File: config.mk
export PLATFORM = sky130hd
export DESIGN_NAME = char_lcd_nibble_write_sequencer
export DESIGN_NICKNAME = d
export VERILOG_FILES = /design/src/rtl/lcdnw_pkg.sv /design/src/rtl/lcdnw_front.sv /design/src/rtl/lcdnw_queue.sv /design/src/rtl/lcdnw_back.sv /design/src/rtl/char_lcd_nibble_write_sequencer.sv
export SDC_FILE = /design/constraint.sdc
export NUM_CORES = 1
export LEC_CHECK = 0
export CORE_MARGIN = 8
export CORE_UTILIZATION = 25
export CTS_BUF_LIST = sky130_fd_sc_hd__clkbuf_4
export DETAILED_ROUTE_END_ITERATION = 7
export DONT_BUFFER_PORTS = 1
export PLACE_DENSITY = 0.41
export SLEW_MARGIN = 20
export SYNTH_ARGS = -nofsm -noshare
export SYNTH_HDL_FRONTEND = slang
export SYNTH_SLANG_ARGS = --single-unit
File: constraint.sdc
create_clock -name i_clk -period 2.49 [get_ports i_clk]
set_clock_uncertainty 0.1 [all_clocks]
set_input_delay 0 -clock i_clk [delete_from_list [all_inputs] [get_ports i_clk]]
set_output_delay 0 -clock i_clk [all_outputs]
set_load 0.1 [all_outputs]
File: src/rtl/lcdnw_pkg.sv
// Shared types and constants for the character LCD nibble write sequencer.
`default_nettype none

package lcdnw_pkg;

    // Default width of the phase tick counter.
    localparam int TICK_COUNT_BITS_DEFAULT = 8;

    // Width of the timing registers and of the configuration data.
    localparam int CFG_DATA_W  = 8;
    localparam int CFG_INDEX_W = 2;

    // Configuration register indexes.
    localparam logic [CFG_INDEX_W-1:0] CFG_SETUP = 2'd0;
    localparam logic [CFG_INDEX_W-1:0] CFG_PULSE = 2'd1;
    localparam logic [CFG_INDEX_W-1:0] CFG_HOLD  = 2'd2;

    // Reset values of the timing registers.
    localparam logic [CFG_DATA_W-1:0] SETUP_RESET = 8'd1;
    localparam logic [CFG_DATA_W-1:0] PULSE_RESET = 8'd1;
    localparam logic [CFG_DATA_W-1:0] HOLD_RESET  = 8'd5;

    // Command codes on the input channel.
    localparam logic [1:0] CMD_TICK   = 2'd0;
    localparam logic [1:0] CMD_NIBBLE = 2'd1;
    localparam logic [1:0] CMD_BYTE   = 2'd2;

    // Depth of the queue between the front and back parts.
    localparam int QUEUE_DEPTH = 2;

    // Class of a decoded transaction.
    typedef enum logic [1:0] {
        KIND_IGNORE,
        KIND_TICK,
        KIND_NIBBLE,
        KIND_BYTE
    } t_kind;

    // Decoded transaction as it travels through the queue.
    typedef struct packed {
        t_kind      kind;
        logic       rs;
        logic [3:0] hi;
        logic [3:0] lo;
    } t_item;

    // One result transaction: the bus lines and status after an item.
    typedef struct packed {
        logic       pin_rs;
        logic       pin_rw;
        logic       pin_enable;
        logic [3:0] pin_data;
        logic       busy_res;
        logic       rejected;
    } t_result;

endpackage

`default_nettype wire

File: src/rtl/lcdnw_front.sv
// Front part: accepts input transactions, classifies them and registers the result.
`default_nettype none

module lcdnw_front
    import lcdnw_pkg::*;
(
    input  wire logic       i_clk,
    input  wire logic       i_rst_n,
    input  wire logic       i_valid,
    output logic            o_ready,
    input  wire logic [1:0] i_command,
    input  wire logic       i_register_select,
    input  wire logic [7:0] i_byte_value,
    output logic            o_item_valid,
    input  wire logic       i_item_ready,
    output t_item           o_item
);

    logic  r_valid;
    t_item r_item;
    t_item n_item;

    // Classify the command and split the byte into its two nibbles.
    always_comb begin
        n_item.rs = i_register_select;
        n_item.hi = 4'd0;
        n_item.lo = 4'd0;
        case (i_command)
            CMD_TICK: begin
                n_item.kind = KIND_TICK;
            end
            CMD_NIBBLE: begin
                n_item.kind = KIND_NIBBLE;
                n_item.hi   = i_byte_value[3:0];
            end
            CMD_BYTE: begin
                n_item.kind = KIND_BYTE;
                n_item.hi   = i_byte_value[7:4];
                n_item.lo   = i_byte_value[3:0];
            end
            default: begin
                n_item.kind = KIND_IGNORE;
            end
        endcase
    end

    // The stage takes a new transaction whenever it is empty or being drained.
    assign o_ready      = !r_valid || i_item_ready;
    assign o_item_valid = r_valid;
    assign o_item       = r_item;

    always_ff @(posedge i_clk) begin
        if (!i_rst_n) begin
            r_valid <= 1'b0;
        end else if (o_ready) begin
            r_valid <= i_valid;
        end
        if (o_ready && i_valid) begin
            r_item <= n_item;
        end
    end

endmodule

`default_nettype wire

File: src/rtl/lcdnw_queue.sv
// Short queue of decoded transactions between the front and back parts.
`default_nettype none

module lcdnw_queue
    import lcdnw_pkg::*;
(
    input  wire logic  i_clk,
    input  wire logic  i_rst_n,
    input  wire logic  i_push_valid,
    output logic       o_push_ready,
    input  wire t_item i_push_item,
    output logic       o_pop_valid,
    input  wire logic  i_pop_ready,
    output t_item      o_pop_item
);

    localparam int PTR_W = (QUEUE_DEPTH > 1) ? $clog2(QUEUE_DEPTH) : 1;
    localparam int CNT_W = $clog2(QUEUE_DEPTH + 1);
    localparam logic [PTR_W-1:0] LAST_PTR = PTR_W'(QUEUE_DEPTH - 1);
    localparam logic [CNT_W-1:0] FULL_CNT = CNT_W'(QUEUE_DEPTH);

    t_item            r_mem [QUEUE_DEPTH];
    logic [PTR_W-1:0] r_wptr;
    logic [PTR_W-1:0] r_rptr;
    logic [CNT_W-1:0] r_count;
    logic             push;
    logic             pop;

    assign o_push_ready = (r_count != FULL_CNT);
    assign o_pop_valid  = (r_count != '0);
    assign o_pop_item   = r_mem[r_rptr];
    assign push         = i_push_valid && o_push_ready;
    assign pop          = o_pop_valid && i_pop_ready;

    // Storage write.
    always_ff @(posedge i_clk) begin
        if (push) begin
            r_mem[r_wptr] <= i_push_item;
        end
    end

    // Pointers and fill count.
    always_ff @(posedge i_clk) begin
        if (!i_rst_n) begin
            r_wptr  <= '0;
            r_rptr  <= '0;
            r_count <= '0;
        end else begin
            if (push) begin
                r_wptr <= (r_wptr == LAST_PTR) ? '0 : r_wptr + 1'b1;
            end
            if (pop) begin
                r_rptr <= (r_rptr == LAST_PTR) ? '0 : r_rptr + 1'b1;
            end
            if (push && !pop) begin
                r_count <= r_count + 1'b1;
            end else if (pop && !push) begin
                r_count <= r_count - 1'b1;
            end
        end
    end

endmodule

`default_nettype wire

File: src/rtl/lcdnw_back.sv
// Back part: runs the nibble phase sequencer and holds the result register.
`default_nettype none

module lcdnw_back
    import lcdnw_pkg::*;
#(
    parameter int TICK_COUNT_BITS = TICK_COUNT_BITS_DEFAULT
) (
    input  wire logic                   i_clk,
    input  wire logic                   i_rst_n,
    input  wire logic                   i_cfg_we,
    input  wire logic [CFG_INDEX_W-1:0] i_cfg_index,
    input  wire logic [CFG_DATA_W-1:0]  i_cfg_data,
    input  wire logic                   i_item_valid,
    output logic                        o_item_ready,
    input  wire t_item                  i_item,
    output logic                        o_valid,
    input  wire logic                   i_ready,
    output t_result                     o_result
);

    localparam int LW = (TICK_COUNT_BITS > CFG_DATA_W) ? TICK_COUNT_BITS : CFG_DATA_W;
    localparam logic [LW-1:0] CNT_MAX = LW'({TICK_COUNT_BITS{1'b1}});

    typedef enum logic [1:0] {
        PH_IDLE,
        PH_SETUP,
        PH_PULSE,
        PH_HOLD
    } t_phase;

    // Phase length: zero counts as one, lengths beyond the counter saturate.
    function automatic logic [TICK_COUNT_BITS-1:0] load_len(input logic [CFG_DATA_W-1:0] v);
        logic [LW-1:0] w;
        w = LW'(v);
        if (w == '0) begin
            w = LW'(1);
        end
        if (w > CNT_MAX) begin
            w = CNT_MAX;
        end
        return w[TICK_COUNT_BITS-1:0];
    endfunction

    logic [CFG_DATA_W-1:0]      r_setup;
    logic [CFG_DATA_W-1:0]      r_pulse;
    logic [CFG_DATA_W-1:0]      r_hold;

    t_phase                     r_phase, n_phase;
    logic [TICK_COUNT_BITS-1:0] r_left, n_left;
    logic                       r_pend, n_pend;
    logic [3:0]                 r_saved, n_saved;
    logic                       r_rs, n_rs;
    logic                       r_en, n_en;
    logic [3:0]                 r_data, n_data;

    logic                       r_out_valid;
    t_result                    r_out;

    logic                       pop;
    logic                       busy;
    logic                       rej;
    logic                       do_adv;

    // The back part takes an item whenever the result register is free.
    assign o_item_ready = !r_out_valid || i_ready;
    assign pop          = i_item_valid && o_item_ready;
    assign busy         = (r_phase != PH_IDLE);

    // Next sequencer state for the item at the head of the queue.
    always_comb begin
        n_phase = r_phase;
        n_left  = r_left;
        n_pend  = r_pend;
        n_saved = r_saved;
        n_rs    = r_rs;
        n_en    = r_en;
        n_data  = r_data;
        rej     = 1'b0;
        do_adv  = 1'b0;
        if (pop) begin
            case (i_item.kind)
                KIND_TICK: begin
                    if (busy) begin
                        if (r_left != '0) begin
                            n_left = r_left - 1'b1;
                        end
                        do_adv = (n_left == '0);
                    end
                end
                KIND_NIBBLE, KIND_BYTE: begin
                    if (busy) begin
                        rej = 1'b1;
                    end else begin
                        n_rs    = i_item.rs;
                        n_data  = i_item.hi;
                        n_saved = i_item.lo;
                        n_pend  = (i_item.kind == KIND_BYTE);
                        n_phase = PH_SETUP;
                        n_en    = 1'b0;
                        n_left  = load_len(r_setup);
                    end
                end
                default: begin
                end
            endcase
        end
        // Phase change when the tick count runs out.
        if (do_adv) begin
            case (r_phase)
                PH_SETUP: begin
                    n_phase = PH_PULSE;
                    n_en    = 1'b1;
                    n_left  = load_len(r_pulse);
                end
                PH_PULSE: begin
                    n_phase = PH_HOLD;
                    n_en    = 1'b0;
                    n_left  = load_len(r_hold);
                end
                PH_HOLD: begin
                    if (r_pend) begin
                        n_pend  = 1'b0;
                        n_data  = r_saved;
                        n_phase = PH_SETUP;
                        n_en    = 1'b0;
                        n_left  = load_len(r_setup);
                    end else begin
                        n_phase = PH_IDLE;
                        n_en    = 1'b0;
                        n_data  = 4'd0;
                        n_rs    = 1'b0;
                        n_left  = '0;
                    end
                end
                default: begin
                end
            endcase
        end
    end

    // Timing registers.
    always_ff @(posedge i_clk) begin
        if (!i_rst_n) begin
            r_setup <= SETUP_RESET;
            r_pulse <= PULSE_RESET;
            r_hold  <= HOLD_RESET;
        end else if (i_cfg_we) begin
            case (i_cfg_index)
                CFG_SETUP: r_setup <= i_cfg_data;
                CFG_PULSE: r_pulse <= i_cfg_data;
                CFG_HOLD:  r_hold  <= i_cfg_data;
                default: begin
                end
            endcase
        end
    end

    // Sequencer state and the registered result.
    always_ff @(posedge i_clk) begin
        if (!i_rst_n) begin
            r_phase     <= PH_IDLE;
            r_left      <= '0;
            r_pend      <= 1'b0;
            r_saved     <= 4'd0;
            r_rs        <= 1'b0;
            r_en        <= 1'b0;
            r_data      <= 4'd0;
            r_out_valid <= 1'b0;
        end else begin
            r_phase <= n_phase;
            r_left  <= n_left;
            r_pend  <= n_pend;
            r_saved <= n_saved;
            r_rs    <= n_rs;
            r_en    <= n_en;
            r_data  <= n_data;
            if (o_item_ready) begin
                r_out_valid <= i_item_valid;
            end
        end
        if (pop) begin
            r_out.pin_rs     <= n_rs;
            r_out.pin_rw     <= 1'b0;
            r_out.pin_enable <= n_en;
            r_out.pin_data   <= n_data;
            r_out.busy_res   <= (n_phase != PH_IDLE);
            r_out.rejected   <= rej;
        end
    end

    assign o_valid  = r_out_valid;
    assign o_result = r_out;

endmodule

`default_nettype wire

File: src/rtl/char_lcd_nibble_write_sequencer.sv
// Top level of the character LCD 4-bit bus write sequencer.
//
// Input channel (i_valid / o_ready): one transaction is a tick, a lone nibble
// request or a byte request with a register select flag. Output channel
// (o_valid / i_ready): exactly one result transaction per input transaction,
// in order, showing the RS, RW, E and D7..D4 levels, busy and rejected.
// Timing registers (setup, pulse, hold, in ticks) are written through i_cfg_we /
// i_cfg_index / i_cfg_data by the user only while the block is idle (not enforced).
//
// From input acceptance to the result being offered, a transaction passes
// the classifying register in the front part, the two-entry queue and the
// result register of the back part, in that order. Throughput is one
// transaction per cycle while the receiver does not stall; the back part
// updates the sequencer once for every item it pops.
//
// A synchronous reset on i_rst_n clears the sequencer to idle with all bus
// lines low and restores the timing registers to 1, 1 and 5. When the
// receiver stalls, the result register holds its transaction, the queue
// fills, and o_ready drops once the front register is also occupied.
`default_nettype none

module char_lcd_nibble_write_sequencer
    import lcdnw_pkg::*;
#(
    parameter int TICK_COUNT_BITS = TICK_COUNT_BITS_DEFAULT
) (
    input  wire logic                   i_clk,
    input  wire logic                   i_rst_n,
    input  wire logic                   i_cfg_we,
    input  wire logic [CFG_INDEX_W-1:0] i_cfg_index,
    input  wire logic [CFG_DATA_W-1:0]  i_cfg_data,
    input  wire logic                   i_valid,
    output logic                        o_ready,
    input  wire logic [1:0]             i_command,
    input  wire logic                   i_register_select,
    input  wire logic [7:0]             i_byte_value,
    output logic                        o_valid,
    input  wire logic                   i_ready,
    output logic                        o_pin_rs,
    output logic                        o_pin_rw,
    output logic                        o_pin_enable,
    output logic [3:0]                  o_pin_data,
    output logic                        o_busy_res,
    output logic                        o_rejected
);

    logic    front_valid;
    logic    front_ready;
    t_item   front_item;
    logic    queue_valid;
    logic    queue_ready;
    t_item   queue_item;
    t_result result;

    lcdnw_front u_front (
        .i_clk             (i_clk),
        .i_rst_n           (i_rst_n),
        .i_valid           (i_valid),
        .o_ready           (o_ready),
        .i_command         (i_command),
        .i_register_select (i_register_select),
        .i_byte_value      (i_byte_value),
        .o_item_valid      (front_valid),
        .i_item_ready      (front_ready),
        .o_item            (front_item)
    );

    lcdnw_queue u_queue (
        .i_clk        (i_clk),
        .i_rst_n      (i_rst_n),
        .i_push_valid (front_valid),
        .o_push_ready (front_ready),
        .i_push_item  (front_item),
        .o_pop_valid  (queue_valid),
        .i_pop_ready  (queue_ready),
        .o_pop_item   (queue_item)
    );

    lcdnw_back #(
        .TICK_COUNT_BITS (TICK_COUNT_BITS)
    ) u_back (
        .i_clk        (i_clk),
        .i_rst_n      (i_rst_n),
        .i_cfg_we     (i_cfg_we),
        .i_cfg_index  (i_cfg_index),
        .i_cfg_data   (i_cfg_data),
        .i_item_valid (queue_valid),
        .o_item_ready (queue_ready),
        .i_item       (queue_item),
        .o_valid      (o_valid),
        .i_ready      (i_ready),
        .o_result     (result)
    );

    assign o_pin_rs     = result.pin_rs;
    assign o_pin_rw     = result.pin_rw;
    assign o_pin_enable = result.pin_enable;
    assign o_pin_data   = result.pin_data;
    assign o_busy_res   = result.busy_res;
    assign o_rejected   = result.rejected;

endmodule

`default_nettype wire

==> flow_metrics.tcl <==
set metrics [dict create \
    ir_worst_vdd_mv 0.540 \
    rsz0062_at_grt "no" \
    cp-end-kind "flop" \
    outcome "completed" \
    postSynthCellCount 412 \
    r2r_slack_ns 0.07 \
    required_ns 2.75 \
    yosysSeqAreaShare_pct 51.6 \
    cts_setup_buffers 0 \
    cts_tree "built" \
    insertion_delay_ns 0.46 \
    worst_r2r_path_depth 7 \
    min_from "i_cfg_we" \
    critPathKind "reg -> reg" \
    place_congestion 0.801 \
    netlist_top_cells_area "edfxtp_1, dfxtp_1, mux2i_1" \
    grt_busiest_layer "met2" \
    crit_path_max_fanout 7 \
    cts_made_buffers 9 \
    drc_errors 0 \
    antenna_found_initial 1 \
    synth-edff-count 41 \
    clk_pin_slew_ns 0.17 \
    cp_slowest_cell "or4_4" \
    syn_to_final_growth_pct 22.8 \
    via_per_inst 4.87 \
    r2r_end "u_back.r_left[7]$_SDFF_PN0_" \
    synth_top_area_share_pct 27.9 \
    power_density_mw_per_mm2 910 \
    total_power_mw 4.92 \
    fmax_mhz 414 \
    path_cells "buf_4, or4_4, or4_4, nand4_1, nor3_1, buf_4, o311a_1" \
    worstMarginPinSlew_ns 0.945 \
    min_period_over_period_pct 97.1 \
    hpwl_um 8070 \
    grtUsageMet3_pct 2.18 \
    slowest_delay_ns 0.54 \
    holdWs_ns 0.0715 \
    hold_path_class "in -> reg" \
    syn_avg_cell_area_um2 10.7 \
    met2_usage_pct 15.5 \
    async_reset_ff_share_pct 0 \
    grt_pass1_wl_um 18400 \
    syn_area_mm2 0.00441 \
    die_area_mm2 0.0221 \
    grt_max_degree 27 \
    synthFlopType "dfxtp_1" \
    startpoint_type "flop" \
    clockRootBuffer "clkbuf_4" \
    n_fill_cell 1771 \
    io-pin-count 37 \
    yosysWarnings 0 \
    wirelength_um 11200 \
    min_period_ns 2.42 \
    ys_types 57 \
    maxCapViolCount 0 \
    drive_gt1_share_pct 13.3 \
    slew_viol_final 0 \
    holdPathStages 3 \
    synthMostInstantiatedCell "dfxtp_1" \
    r2r_start "u_back.r_left[1]$_SDFF_PN0_" \
    wl_per_cell_um 16.0 \
    synthTopCellsByCount "dfxtp_1, mux2i_1, edfxtp_1" \
    setup_violations 0 \
    fp.dieH_um 149 \
    initial_core_util_pct 25.6 \
    syn_nets 449 \
    drtIter0Drc 241 \
    arrival_ns 2.68 \
    final.setup.tns_ns 0 \
    final_antenna_net_count 0 \
    synth-seq-cells 93 \
    fin_nets 507 \
    globalRouteTotalUtil_pct 10.5 \
    cts_sinks 93 \
    min_to "u_back.r_hold[0]$_SDFFE_PN1P_" \
    rows 48 \
    clockBufferDepth 2 \
    p_leak_nw 1.98 \
    die_w_um 149 \
    gr-usage-met1_pct 14.4 \
    max_slew_margin_pct 37.1 \
    yosys.area.top_type "edfxtp_1" \
    port_buffers 0 \
    multi_input_area_mm2 0.00201 \
    gr-total-overflow 0 \
    cts_htree_levels 3 \
    via_count 3412 \
    grt_pass1_vias 3374 \
    design.core.area_mm2 0.0172 \
    seqCellArea_mm2 0.00228 \
    dr.pass1.iters 5 \
    hold_viol 0 \
]
registers in the layout, summed over array words and instances, names as in the netlist, named ones only:
signal,count
u_back.r_data,4
u_back.r_phase,2
u_front.o_item,11
u_back.o_result,8
u_back.o_valid,1
u_back.r_left,8
u_back.r_hold,8
u_back.r_rs,1
u_back.r_saved,4
u_back.r_en,1
u_back.r_pend,1
u_queue.r_wptr,1
u_queue.r_mem,22
u_front.o_item_valid,1
u_back.r_setup,8
u_queue.r_count,2
u_back.r_pulse,8
u_queue.r_rptr,1
cell families after synthesis:
logic type	count (synthesis)	synth area share, %
XOR/XNOR	5	0.994
adder cells (fa/ha/maj)	11	3.12
other	1	0.0851
flip-flops	93	51.6
multiplexers	49	11.2
AO/OA/AOI/OAI	80	12.8
buffers and inverters	35	3.49
AND/OR/NAND/NOR	138	16.7
final cells by class:
type | instances | share of cell area, %
sequential | 93 | 42.1
multi-input combinational | 284 | 37.1
timing repair buffer | 71 | 12.0
tap | 225 | 5.20
clock inverter | 7 | 1.50
clock buffer | 9 | 1.25
inverter | 11 | 0.763
antenna | 1 | 0.0463
what timing repair did:
action                                  CTS  global route
hold buffers                             40             1
resized for setup                         0             6
hold endpoints to repair                 70             1
endpoints found under the setup margin    0            23
where the power goes:
group / leakage [nW] / switching, mW / internal [mW] / total [mW]
Clock: 0.0805 / 0.604 / 0.245 / 0.850
Sequential: 0.819 / 0.586 / 1.88 / 2.47
Combinational: 1.08 / 0.947 / 0.653 / 1.60
Total: 1.98 / 2.14 / 2.78 / 4.92
metrics by stage:
| stage | instances | setup slack, ns | util, % | instance area, um^2 |
|---|---|---|---|---|
| 2_1_floorplan | 412 | 0.0682 | - | 4410 |
| 3_3_place_gp | 643 | 0.0453 | 28.0 | 4820 |
| 3_5_place_dp | 643 | 0.0842 | 28.0 | 4820 |
| 4_1_cts | 699 | 0.0493 | 31.2 | 5370 |
| 5_1_grt | 701 | 0.00746 | 31.4 | 5410 |
| 6_report | 701 | 0.0730 | 31.4 | 5410 |
worst max path at each step:
| stage | startpoint | endpoint | slack, ns | cells after the start |
|---|---|---|---|---|
| CTS | u_back.r_left[1]$_SDFF_PN0_ | u_back.o_result[6]$_DFFE_PP_ | 0.05 | 7 |
| finish | u_back.r_left[1]$_SDFF_PN0_ | u_back.r_left[7]$_SDFF_PN0_ | 0.07 | 7 |
| global route | u_back.r_left[1]$_SDFF_PN0_ | u_back.r_phase[1]$_SDFF_PN0_ | 0.007 | 7 |
| detailed placement | u_back.r_left[1]$_SDFF_PN0_ | u_back.r_left[4]$_SDFF_PN0_ | 0.08 | 7 |
| floorplan | u_back.r_left[0]$_SDFF_PN0_ | u_back.o_result[2]$_DFFE_PP_ | 0.07 | 8 |
| global placement | u_back.r_left[1]$_SDFF_PN0_ | u_back.r_left[7]$_SDFF_PN0_ | 0.05 | 8 |
metal layers:
metal	vias to the layer above	part of all wire [%]	routed length [um]
li1	1674	-	-
met1	1623	49	5510
met2	99	44	4910
met3	16	4.8	538
met4	0	2.2	246
met5	-	0	0
placed cells by master, fill, tap and decap left out, drive strengths merged, types with 9 or more instances in the layout:
| cell | n |
|---|---|
| mux2i | 46 |
| edfxtp | 41 |
| nor3 | 11 |
| inv | 14 |
| nand2 | 23 |
| o21ai | 14 |
| buf | 30 |
| dlygate4sd3 | 41 |
| a21oi | 13 |
| or4 | 11 |
| ha | 11 |
| nor2 | 38 |
| a222oi | 9 |
| nand3 | 10 |
| dfxtp | 52 |
| clkbuf | 9 |
| and2 | 9 |
critical path: cells and delay by family, from the launching register on:
kind / cells / cell delay, ns
AOI/OAI and AO/OA: 1 / 0.34
buffers and inverters: 2 / 0.32
DFF: 1 / 0.34
and+or+nand+nor: 4 / 1.22
(Power assumes the default switching activity.)
